File: src/i2a_pkg.sv
// Package for the integer to decimal text converter.
// Holds character codes, digit geometry and the controller state type.
// No dependencies.
package i2a_pkg;

	localparam int VALUE_W   = 32;
	localparam int NUM_DIGITS = 10;
	localparam int DIGIT_W   = 4;
	localparam int BCD_W     = NUM_DIGITS * DIGIT_W;
	localparam int CNT_W     = $clog2(VALUE_W);

	localparam logic [7:0] CHAR_ZERO  = 8'h30;
	localparam logic [7:0] CHAR_MINUS = 8'h2D;

	typedef enum logic [1:0] {
		ST_IDLE,
		ST_CONV,
		ST_SIGN,
		ST_DIGITS
	} state_t;

endpackage

File: src/int32_to_decimal_ascii.sv
// Signed 32-bit integer to decimal ASCII text, one character per result.
// Uses i2a_pkg for character codes, digit geometry and the state type.
//
// Usage:
//   Raise start with a value while busy is low; the value is taken at that
//   edge and busy rises. The magnitude is shifted one bit per cycle into ten
//   BCD digits (shift-and-add-3). Then an optional '-' is sent,
//   then the ten BCD digits are scanned one per cycle from the top, leading
//   zeros dropped; the lowest digit is always sent, so zero gives "0".
//   Each character appears on ascii_char for one cycle with strobe high;
//   last marks the final character of the number.
//   Busy covers the conversion, the sign (negative only) and the scan of
//   all ten digit positions, so the scan length is fixed by the ten digit
//   positions; a new value is accepted only once the block is back in
//   idle.
//   The receiver cannot stall: every strobe is a transfer.
//   Reset (arst_n low) returns the block to idle and clears strobe.
module int32_to_decimal_ascii (
	input  logic                        clk,
	input  logic                        arst_n,
	input  logic                        start,
	output logic                        busy,
	input  logic signed [i2a_pkg::VALUE_W-1:0] value,
	output logic                        strobe,
	output logic [7:0]                  ascii_char,
	output logic                        last
);
	import i2a_pkg::*;

	state_t               state_q, state_d;
	logic [VALUE_W-1:0]   mag_q;
	logic [BCD_W-1:0]     bcd_q;
	logic [BCD_W-1:0]     bcd_adj;
	logic [CNT_W-1:0]     cnt_q;
	logic                 neg_q;
	logic                 started_q;
	logic                 strobe_q;
	logic [7:0]           char_q;
	logic                 last_q;

	logic                 accept;
	logic [DIGIT_W-1:0]   top_digit;
	logic                 conv_done;
	logic                 scan_end;
	logic                 emit;
	logic                 emit_last;
	logic [7:0]           emit_char;

	assign accept    = start && (state_q == ST_IDLE);
	assign top_digit = bcd_q[BCD_W-1 -: DIGIT_W];
	assign conv_done = (cnt_q == CNT_W'(VALUE_W - 1));
	assign scan_end  = (cnt_q == CNT_W'(NUM_DIGITS - 1));

	// Add 3 to every digit of 5 or more before the next shift.
	always_comb begin
		for (int i = 0; i < NUM_DIGITS; i++) begin
			if (bcd_q[i*DIGIT_W +: DIGIT_W] >= DIGIT_W'(5)) begin
				bcd_adj[i*DIGIT_W +: DIGIT_W] = bcd_q[i*DIGIT_W +: DIGIT_W] + DIGIT_W'(3);
			end else begin
				bcd_adj[i*DIGIT_W +: DIGIT_W] = bcd_q[i*DIGIT_W +: DIGIT_W];
			end
		end
	end

	// Next state.
	always_comb begin
		state_d = state_q;
		case (state_q)
			ST_IDLE: begin
				if (start) state_d = ST_CONV;
			end
			ST_CONV: begin
				if (conv_done) state_d = neg_q ? ST_SIGN : ST_DIGITS;
			end
			ST_SIGN: begin
				state_d = ST_DIGITS;
			end
			ST_DIGITS: begin
				if (scan_end) state_d = ST_IDLE;
			end
			default: state_d = ST_IDLE;
		endcase
	end

	// Character selection.
	always_comb begin
		emit      = 1'b0;
		emit_last = 1'b0;
		emit_char = CHAR_ZERO;
		case (state_q)
			ST_SIGN: begin
				emit      = 1'b1;
				emit_char = CHAR_MINUS;
			end
			ST_DIGITS: begin
				emit      = started_q || (top_digit != '0) || scan_end;
				emit_last = scan_end;
				emit_char = CHAR_ZERO + {4'd0, top_digit};
			end
			default: begin
				emit = 1'b0;
			end
		endcase
	end

	always_ff @(posedge clk or negedge arst_n) begin
		if (!arst_n) begin
			state_q  <= ST_IDLE;
			strobe_q <= 1'b0;
		end else begin
			state_q  <= state_d;
			strobe_q <= emit;
		end
	end

	always_ff @(posedge clk) begin
		char_q <= emit_char;
		last_q <= emit_last;
		case (state_q)
			ST_IDLE: begin
				if (accept) begin
					neg_q     <= value[VALUE_W-1];
					mag_q     <= value[VALUE_W-1] ? (VALUE_W'(0) - value) : value;
					bcd_q     <= '0;
					cnt_q     <= '0;
					started_q <= 1'b0;
				end
			end
			ST_CONV: begin
				bcd_q <= {bcd_adj[BCD_W-2:0], mag_q[VALUE_W-1]};
				mag_q <= {mag_q[VALUE_W-2:0], 1'b0};
				cnt_q <= conv_done ? '0 : cnt_q + CNT_W'(1);
			end
			ST_DIGITS: begin
				// Advance to the next digit; hold the started flag once set.
				bcd_q     <= {bcd_q[BCD_W-DIGIT_W-1:0], {DIGIT_W{1'b0}}};
				cnt_q     <= cnt_q + CNT_W'(1);
				started_q <= started_q || (top_digit != '0);
			end
			default: begin
				cnt_q <= cnt_q;
			end
		endcase
	end

	assign busy       = (state_q != ST_IDLE);
	assign strobe     = strobe_q;
	assign ascii_char = char_q;
	assign last       = last_q;

endmodule

File: config.mk
export PLATFORM = sky130hd
export DESIGN_NAME = int32_to_decimal_ascii
export DESIGN_NICKNAME = d
export VERILOG_FILES = /design/src/i2a_pkg.sv /design/src/int32_to_decimal_ascii.sv
export SDC_FILE = /design/constraint.sdc
export NUM_CORES = 1
export LEC_CHECK = 0
export ABC_AREA = 0
export BUFFER_PORTS_ARGS = -buffer_cell sky130_fd_sc_hd__buf_2
export CAP_MARGIN = 30
export CORE_MARGIN = 1.5
export CORE_UTILIZATION = 50
export CTS_CLUSTER_DIAMETER = 30
export DETAILED_ROUTE_END_ITERATION = 7
export GPL_TIMING_DRIVEN = 0
export PLACE_DENSITY_LB_ADDON = 0.08
export SLEW_MARGIN = 20
export SYNTH_ARGS = -nofsm -noshare
export SYNTH_HDL_FRONTEND = slang
export SYNTH_SLANG_ARGS = --single-unit
File: constraint.sdc
create_clock -name clk -period 5.15 [get_ports clk]
set_input_delay 0.2575 -clock clk [delete_from_list [all_inputs] [get_ports clk]]
set_output_delay 0.2575 -clock clk [all_outputs]
set_load 0.02 [all_outputs]
* After elaboration in Yosys (flattened, before gate mapping) *
Cells that the tools add are included.
Widths: inputs -> output; s select.

storage, ports and cells
  bits in registers = 91
  input bits = 35
  logic and storage cells = 82

operators by class
  $add $sub $neg = 13
  $lt $le $gt $ge = 10
  eq/ne operators = 9
  mux-type cells = 27
  reduce and logical (&&, ||, !) cells = 14

operators by type and width
  operator               count
  $pmux 40 s3            1
  $mux 32                2
  $pmux 32 s2            1
  $ge 4x3->1 const B     10
  $mux 40                1
  $add 4x2->4 const B    9
  $mux 4                 9
  $sub 1x32->32 const A  1
  $pmux 5 s3             1
  $pmux 7 s2             1
  $mux 5                 2
  $ne 2x2->1 const B     4
  $pmux 2 s4             1
  $reduce_and 2->1       4
  $add 6x4->7 const A    1
  $mux 2                 3
  $reduce_bool 2->1      3
  $add 5x1->5 const B    1
  $eq 5x4->1 const B     1
  $eq 5x5->1 const B     1
  $eq 2x2->1 const B     2
  $pmux 1 s2             2
  $reduce_bool 4->1      1
  $add 3x2->3 const B    1
  8 further kinds        10

* Longest topological paths before layout *
Gate-level depths: netlist of run 1.

  depth in word-level cells = 4
  mapped depth = 8
  mapped depth without buffers = 6

* Least setup slack after synthesis of run 1 *
No wires, ideal clock.

  path type = register to register
  from = reg state_q[1]
  to = reg mag_q[0], enable pin
  data arrival time = 3644 ps
  required time = 4684 ps
  path slack = 1041 ps
  stages on the path, launching flop included = 8
  buffers on the path = 3
  period minus slack after synthesis = 4109 ps
  cells stage by stage = dfrtp_1 -> inv_1 -> ha_1 -> clkbuf_1 -> inv_1 -> clkbuf_1 -> clkbuf_1 -> o21ai_0

on the way
  cells in the longest elaborated chain, start to end = 4
  elaborated cells on any way between the ends = 6
  those cells by class = eq/ne: 2; reduce/logical: 4

ends and longest elaborated chain
  item                          RTL line                                                     source
  start, declared               int32_to_decimal_ascii.sv:30                                 state_t state_q, state_d;
  start signal, assigned        int32_to_decimal_ascii.sv:111                                state_q <= state_d;
  $logic_not 2->1               int32_to_decimal_ascii.sv:49, int32_to_decimal_ascii.sv:119
  $logic_and 1x1->1             int32_to_decimal_ascii.sv:49                                 assign accept = start && (state_q == ST_IDLE);
  $ne 2x2->1 (no line)          --
  $reduce_and 2->1 (no line) *  --
  end signal, assigned          int32_to_decimal_ascii.sv:123                                mag_q <= value[VALUE_W-1] ? (VALUE_W'(0) - value) : value;
  end signal, assigned          int32_to_decimal_ascii.sv:131                                mag_q <= {mag_q[VALUE_W-2:0], 1'b0};
  end, declared                 int32_to_decimal_ascii.sv:31                                 logic [VALUE_W-1:0] mag_q;

Mark *: on every way between the ends. The rest lies on a longest branch, timed or not.
A chain may end at the register's enable or synchronous reset.

* Final worst setup path of run 1 *
  from = reg state_q[1]
  to = reg mag_q[8], enable pin

The elaborated chain is that of the path after synthesis.

==> flow_summary.ini, run 1 <==
[run_status]
run_status = finished clean

[cts]
tritoncts.num_buffers = 9
post-cts-setup-buffer-count = 0
clock_sink_count = 88
cts.path.max_buffers = 2
clock_tree.root_cell = clkbuf_8
worstSkewPairLatency_ns = 0.37
clk_slew_on_worst_s_h_paths_ns = 0.09
tritoncts_clock_tree = built
cts_max_level = 3

[hold_path]
worst_hold_path_class = input port to flip-flop
start_point_of_the_worst_min_delay_path = value[31]
number_of_stages_on_the_worst_hold_path = 1
worstHoldEndpoint = neg_q

[route]
drt_drc_violations_left = 0
route.vias.total = 4435
totalWireLength_mm = 13.5
ant_nets = 0
average_routed_wire_per_standard_cell_um = 18.3
firstDrtPassIters = 5
drt-initial-drc-count = 290
post_drt_via_cell_ratio = 6.03

[synth]
synth_area_leaders = edfxtp_1 (43%), ha_1 (6.9%), o21ai_0 (3.6%)
ys_async_sr_fraction_pct = 3.41
post_synth_instance_area_um2 = 5460
synth_top_area_cell = edfxtp_1
synthCells = 537
postSynthAreaPerCell_um2 = 10.2
yosysMostFrequentCell = edfxtp_1
synth_top_area_share_pct = 43.5
synth.ff_latch_count = 88
ys_dominant_reg_cell = edfxtp_1
yosysUniqueCellTypes = 58
synth.yosys.warnings = 0
synth.yosys.seq_area_share_pct = 47.1
synth_edf_count = 79
yosys-top-cells-count = edfxtp_1 (79), o21ai_0 (39), inv_1 (36), a21oi_1 (31), ha_1 (30)

[sta]
rsz_0062_raised_after_global_routing = no
setup_total_negative_slack_ns = 0
hold_ws_ns = 0.0965
timing.final.setup_violations = 0
timing.final.crit_share_pct = 60.4
max_slew_margin_pct = 47.0
tightest_slew_ns = 0.795
worst_clock_skew_ns = 0.00747
final.min_clock_period_ns = 3.11
finalMaxSlewViolations = 0
maxClockFrequency_mhz = 321
timing.final.hold_violations = 0

[critical_path]
timing.critical_path.from_type = flip-flop
crit_path_max_fanout = 22
worst_ep_required_time_ns = 5.28
crit_buf_inv = 6
critical_path.most_common_cell = clkbuf_1
timing.critical_path.arrival_ns = 3.25
worstReg2RegEnd = mag_q[8]
crit_type = flip-flop to flip-flop
critical-path-top-delay-family = buffers and inverters
critical-path-max-stage-delay_ns = 0.67
r2r_slack_ns = 2.04
rr_startpoint = state_q[1]
path_cells = inv_1 -> ha_1 -> clkbuf_1 -> inv_1 -> clkbuf_1 -> clkbuf_1 -> o21ai_4 -> buf_16
rr_worst_depth = 8
critPathSlowestCell = clkbuf_1
cp-end-kind = flip-flop

[power]
power.leakage_nw = 2.36
cellPowerDensity_nw_per_um2 = 618
peakVddDrop_mv = 0.230

[final_layout]
multiInputGateArea_um2 = 2640
register_area_um2 = 2570
layout-drive-gt1-share_pct = 12.3
antenna_cells = 0
finalInstanceArea_um2 = 6110
fill_cell_count = 911
layout-area-overhead-vs-synth_pct = 12.1
layout.nets = 660

[global_route]
grt_antenna_before_repair = 0
grt_overflow_total = 0
global_routing_usage_summed_across_all_routing_layers_pct = 25.0
grt_pass1_vias = 4446
grt_start_max_net_pins = 23
global_route_wire_length_before_repair_mm = 22.1

[run]
max-cap-violations = 0

[floorplanning]
die_area_um2 = 11500
die_h_um = 107
floorplan.initialDensity_pct = 52.1
cell_rows = 37
fp.coreArea_um2 = 10500
die_w_um = 107
top_level_ports = 46

[placement]
detailed_place_hpwl_mm = 9.65
placement.cell_area_um2 = 5940
routabilityCongestion = 0.876
port_buffers = 42
flip-flops by register name, summed over array words and instances, names as in the netlist:
signal	count
bcd_q	40
mag_q	32
ascii_char	5
cnt_q	5
state_q	2
last	1
neg_q	1
started_q	1
strobe	1
logic make-up (layout without fill, tap and decap cells):
kind of cell	after synthesis	in the layout	synth area share (%)
and+or+nand+nor	167	167	16.9
DFF	88	88	47.1
muxes	13	13	2.45
xor gates and xnor gates	31	31	4.98
adders and majority gates	30	30	6.88
AOI/OAI and AO/OA	139	139	16.7
other	2	3	0.138
buffers and inverters	67	129	4.89
worst register-to-register path, stage by stage, from the launching register on:
cell,delay [ns]
dfrtp_1,0.42
inv_1,0.09
ha_1,0.18
clkbuf_1,0.21
inv_1,0.14
clkbuf_1,0.61
clkbuf_1,0.68
o21ai_4,0.29
buf_16,0.25
worst max path at each step:
stage,start,endpoint,slack (ns),depth (start not counted)
2_1_floorplan,state_q[1],mag_q[0],1.04,7
4_1_cts,state_q[1],mag_q[31],2.03,8
6_report,state_q[1],mag_q[8],2.04,8
3_3_place_gp,state_q[1],mag_q[5],-0.85,7
5_1_grt,state_q[1],mag_q[31],1.89,8
3_5_place_dp,state_q[1],mag_q[4],2.04,8
what timing repair did:
item / in CTS / in global routing
hold endpoints to repair: 3 / 0
endpoints found under the setup margin: 0 / 0
hold buffers: 1 / 0
gates resized for setup: 0 / 0
where the power goes:
part / total (mW) / internal [mW] / switching (mW) / leakage, nW
Sequential: 1.53 / 1.32 / 0.207 / 0.902
Clock: 0.430 / 0.171 / 0.259 / 0.0855
Combinational: 1.82 / 0.705 / 1.11 / 1.37
routing by layer:
metal | vias up | part of all wire [%] | track usage (%)
li1 | 2148 | - | -
met1 | 2126 | 44 | 32.6
met2 | 142 | 49 | 41.6
met3 | 19 | 5.8 | 4.84
met4 | 0 | 1.3 | 8.74
met5 | - | 0 | 0
stage by stage:
stage | instances | power (mW) | setup WS [ns] | utilization (%)
finish | 736 | 3.78 | 2.04 | 58.4
global route | 736 | 4.07 | 1.89 | 58.4
CTS | 736 | 3.80 | 2.03 | 58.4
detailed placement | 719 | 3.36 | 2.04 | 56.8
global placement | 716 | 3.21 | -0.848 | 55.8
floorplan | 538 | 2.75 | 1.04 | -
cells in the final DEF, fill, tap and decap left out, drive strengths merged, types with 3 or more instances in the layout:
cell type and count:
mux2i 10, a22o 9, a21o 4, dfrtp 3, o22ai 13, nand2 28
buf 53, a21oi 31, nor3b 9, mux2 3, a221oi 3, clkinv 7
clkbuf 32, or3 8, xor2 15, nand3 15, nor3 17, o32ai 6
o21a 3, o31ai 5, o21ai 39, nor4 4, and4 3, o2111ai 4
xnor2 16, ha 30, or4 10, nand4 11, nor2 26, edfxtp 79
a2111o 3, conb 3, dfxtp 6, nand2b 15, and3 9, o41ai 5
inv 36
layout make-up:
type                    instances  area share, %
well taps                     136           2.78
clock inverters                 7          0.634
repair buffers                 46           4.95
multi-input cells             383           43.2
flip-flops and latches         88           42.0
plain buffers                  31           2.15
clock buffers                   9           2.03
inverters                      36           2.21
Note: power is estimated with default switching activity, not from simulation.
==> run 2, diff against run 1 <==
- clock period: 5.15 -> 2.9 ns (I/O delays scaled with it)
==> flow_summary.ini, run 2 (synthesis results as in run 1) <==
[sta]
timing.final.setup_violations = 0
hold_ws_ns = 0.0884
maxClockFrequency_mhz = 378
rsz_0062_raised_after_global_routing = no
finalMaxSlewViolations = 0
timing.final.crit_share_pct = 91.3
timing.final.hold_violations = 0
tightest_slew_ns = 0.757
max_slew_margin_pct = 49.5
final.min_clock_period_ns = 2.65
worst_clock_skew_ns = 0.0104
setup_total_negative_slack_ns = 0
layout_setup_ws_ns = 0.251

[route]
post_drt_via_cell_ratio = 6.08
route.vias.total = 4484
drt_drc_violations_left = 0
average_routed_wire_per_standard_cell_um = 18.2
drt-initial-drc-count = 305
ant_nets = 0
firstDrtPassIters = 5
totalWireLength_mm = 13.4

[run_status]
run_status = finished clean

[final_layout]
finalInstanceArea_um2 = 6150
fill_cell_count = 962
layout_top_registers = bcd_q (40), mag_q (32)
layout-drive-gt1-share_pct = 12.6
layout.nets = 661
largest_register_ffs = 40
multiInputGateArea_um2 = 2640
antenna_cells = 0
largest_register = bcd_q
layout-area-overhead-vs-synth_pct = 12.7
layout_commonest_cell = edfxtp_1
final_cell_mix = edfxtp_1 (79), buf_2 (45), o21ai_0 (38), inv_1 (36), a21oi_1 (31)
register_area_um2 = 2570

[cts]
worstSkewPairLatency_ns = 0.36
cts_max_level = 3
tritoncts.num_buffers = 9
clock_tree.root_cell = clkbuf_8
tritoncts_clock_tree = built
clock_sink_count = 88
cts.path.max_buffers = 2
clk_slew_on_worst_s_h_paths_ns = 0.09

[placement]
detailed_place_hpwl_mm = 9.63
port_buffers = 42
placement.cell_area_um2 = 5910
routabilityCongestion = 0.899
placement.setup.worst_slack_ns = -0.224

[critical_path]
r2r_slack_ns = 0.25
worst_ep_required_time_ns = 2.97
path_cells = inv_1 -> ha_1 -> clkbuf_1 -> inv_1 -> clkbuf_2 -> clkbuf_2 -> o21ai_4 -> buf_16
critical-path-top-delay-family = buffers and inverters
timing.critical_path.arrival_ns = 2.72
crit_buf_inv = 6
cp-end-kind = flip-flop
timing.critical_path.from_type = flip-flop
critPathSlowestCell = dfrtp_1
critical-path-max-stage-delay_ns = 0.45
crit_type = flip-flop to flip-flop
crit_path_max_fanout = 23

[floorplanning]
top_level_ports = 46
cell_rows = 37
die_w_um = 107
die_h_um = 107
floorplan.initialDensity_pct = 52.1
fp.coreArea_um2 = 10500
die_area_um2 = 11500

[power]
report.power.total_mw = 6.81
power.leakage_nw = 2.38
peakVddDrop_mv = 0.522
cellPowerDensity_nw_per_um2 = 1110

[hold_path]
worst_hold_path_class = input port to asynchronous set/reset pin

[global_route]
grt_antenna_before_repair = 0
grt_overflow_total = 0
grt_start_max_net_pins = 25
global_route_wire_length_before_repair_mm = 21.9
global_routing_usage_summed_across_all_routing_layers_pct = 24.6
grt_pass1_vias = 4339

[run]
max-cap-violations = 0
## run 2: where the power goes
part / switching [mW] / internal (mW) / leakage, nW
logic: 1.97 / 1.25 / 1.38
clock network: 0.439 / 0.422 / 0.0936
registers: 0.374 / 2.35 / 0.902
## run 2: layout make-up
type	instances	area share, %
tap	136	2.77
sequential	88	41.8
clock inverter	3	0.692
buffer	31	2.18
timing repair buffer	47	4.97
inverter	36	2.20
clock buffer	13	2.42
multi-input combinational	383	43.0
## run 2: timing repair
item / in CTS / in global routing
resized for setup: 1 / 2
hold endpoints to repair: 4 / 0
buffers inserted: 1 / 0
hold buffers: 2 / 0
pin swaps: 1 / 0
endpoints found under the setup margin: 32 / 27
## run 2: final timing paths
kind                             from       endpoint  cells after the start
max in group asynchronous      arst_n         strobe                      2
hold reg to reg             bcd_q[36]  ascii_char[0]                      1
setup / recovery           state_q[1]       mag_q[5]                      8
min in group clk             value[0]       mag_q[0]                      3
setup reg to reg           state_q[1]       mag_q[5]                      8
hold / removal                 arst_n     state_q[0]                      2
## run 2: worst register-to-register path: stages (launching register included)
cell and delay, ns:
dfrtp_1 0.45, inv_1 0.13, ha_1 0.15, clkbuf_1 0.33, inv_1 0.13, clkbuf_2 0.30
clkbuf_2 0.36, o21ai_4 0.29, buf_16 0.21
## run 2: metal layers
| layer | track usage, % | vias up | part of all wire (%) |
|---|---|---|---|
| li1 | - | 2142 | - |
| met1 | 31.8 | 2175 | 44 |
| met2 | 41.2 | 145 | 48 |
| met3 | 4.66 | 22 | 5.4 |
| met4 | 8.93 | 0 | 1.8 |
| met5 | 0 | - | 0 |
## run 2: through the flow
stage	util [%]	cells
2_1_floorplan	-	538
3_3_place_gp	55.9	716
3_5_place_dp	56.5	718
4_1_cts	58.7	737
5_1_grt	58.8	737
6_report	58.8	737
==> run 3, diff against run 2 <==
- PLACE_DENSITY_LB_ADDON: 0.08 -> 0.12
- SLEW_MARGIN: 20 -> 5
==> flow_summary.ini, run 3 (synthesis results as in run 1) <==
[floorplanning]
top_level_ports = 46
die_h_um = 107
die_area_um2 = 11500
fp.coreArea_um2 = 10500
floorplan.initialDensity_pct = 52.1
die_w_um = 107
cell_rows = 37

[sta]
final.min_clock_period_ns = 2.80
max_slew_margin_pct = 51.9
worst_clock_skew_ns = 0.00865
maxClockFrequency_mhz = 357
timing.final.setup_violations = 0
tightest_slew_ns = 0.722
finalMaxSlewViolations = 0
timing.final.hold_violations = 0
rsz_0062_raised_after_global_routing = no
timing.final.crit_share_pct = 96.6

[critical_path]
crit_path_max_fanout = 10
worst_ep_required_time_ns = 3.00
crit_buf_inv = 5
critPathSlowestCell = clkbuf_1
path_cells = inv_1 -> ha_1 -> clkbuf_1 -> inv_1 -> clkbuf_1 -> clkbuf_1 -> o21ai_0
critical_path.most_common_cell = clkbuf_1
timing.critical_path.from_type = flip-flop
crit_type = flip-flop to flip-flop
critical-path-top-delay-family = buffers and inverters
critical-path-max-stage-delay_ns = 0.59
timing.critical_path.arrival_ns = 2.90
cp-end-kind = flip-flop

[global_route]
grt_antenna_before_repair = 0
grt_overflow_total = 0
grt_pass1_vias = 4401
global_route_wire_length_before_repair_mm = 21.9
global_routing_usage_summed_across_all_routing_layers_pct = 25.0
grt_start_max_net_pins = 30

[final_layout]
fill_cell_count = 955
layout.nets = 661
post-route-util_pct = 58.6
largest_register_ffs = 40
final_cell_mix = edfxtp_1 (79), buf_2 (45), o21ai_0 (38), inv_1 (36), a21oi_1 (31)
antenna_cells = 0
register_area_um2 = 2570
layout-area-overhead-vs-synth_pct = 12.3
layout_commonest_cell = edfxtp_1
layout-drive-gt1-share_pct = 13.0
multiInputGateArea_um2 = 2640
layout_top_registers = bcd_q (40), mag_q (32)
largest_register = bcd_q

[placement]
detailed_place_hpwl_mm = 9.54
port_buffers = 42
routabilityCongestion = 0.874

[power]
internal_power_mw = 3.93
power.net_switching_mw = 2.86
p_sw_share_pct = 42.1
peakVddDrop_mv = 0.423
register_share_of_total_power_pct = 40.1
power.leakage_nw = 2.37
cellPowerDensity_nw_per_um2 = 1110
share_clk_of_total_power_pct = 12.2
report.power.total_mw = 6.79
power_frac_comb_pct = 47.7

[route]
post_drt_via_cell_ratio = 6.06
route.vias.total = 4469
drt_drc_violations_left = 0
totalWireLength_mm = 13.6
drt-initial-drc-count = 279
ant_nets = 0
average_routed_wire_per_standard_cell_um = 18.4
firstDrtPassIters = 5

[cts]
cts_max_level = 3
cts.path.max_buffers = 2
clock_sink_count = 88
tritoncts.num_buffers = 9
clock_tree.root_cell = clkbuf_8
tritoncts_clock_tree = built
worstSkewPairLatency_ns = 0.38
clk_slew_on_worst_s_h_paths_ns = 0.10

[hold_path]
worst_hold_path_class = input port to asynchronous set/reset pin

[run]
max-cap-violations = 0

[run_status]
run_status = finished clean
==> run 3: path summary, 6_finish.rpt <==
| path | start | depth (start not counted) | to | slack [ns] |
|---|---|---|---|---|
| worst max-delay path | state_q[1] | 7 | bcd_q[35] | 0.1 |
| worst min-delay path | arst_n | 2 | strobe | 0.08 |
| worst max register to register | state_q[1] | 7 | bcd_q[35] | 0.1 |
| worst min register to register | bcd_q[36] | 1 | ascii_char[0] | 0.52 |
| max in group asynchronous | arst_n | 2 | state_q[0] | 2.71 |
| min in group clk | value[0] | 3 | mag_q[0] | 0.10 |
==> run 3: metrics by stage <==
step                setup TNS [ns]  instances  cell area (µm²)  setup WS, ns  hold slack [ns]
floorplan                        0        538             5470         0.253           -0.151
global placement            -32.58        716             5850        -0.840          -0.0558
detailed placement           -3.43        718             5910        -0.172          -0.0499
CTS                              0        737             6130        0.0319           0.0512
global route                     0        737             6130        0.0164           0.0823
finish                           0        737             6130        0.0975           0.0791
==> run 3: layer usage <==
layer  global-route usage, %  vias to the layer above  routed length [µm]
met2                    41.2                      180                6470
met4                    10.4                        0                 319
met5                       0                        -                   0
li1                        -                     2135                   -
met1                    31.8                     2126                5910
met3                    5.39                       28                 867
==> run 3: cell type report <==
type,count,share of cell area [%]
multi-input cells,383,43.1
flip-flops and latches,88,41.9
clock buffers,10,2.25
repair buffers,47,4.86
inverters,36,2.20
plain buffers,31,2.16
well taps,136,2.78
clock inverters,6,0.715
==> run 3: power groups by stage <==
stage                     clock network [mW]  logic [mW]  registers [mW]
after global routing                   0.886        3.58            2.79
after floorplan                            0        2.18            2.68
after global placement                     0        2.92            2.75
after detailed placement                   0        3.16            2.74
final                                  0.828        3.23            2.72
after CTS                              0.851        3.22            2.72
==> run 3: timing repair <==
action | in CTS | in global routing
endpoints found under the setup margin | 32 | 37
pin swaps | 1 | 0
setup buffers | 1 | 0
endpoints found under the hold margin | 4 | 0
gates resized for setup | 0 | 2
hold buffers | 2 | 0
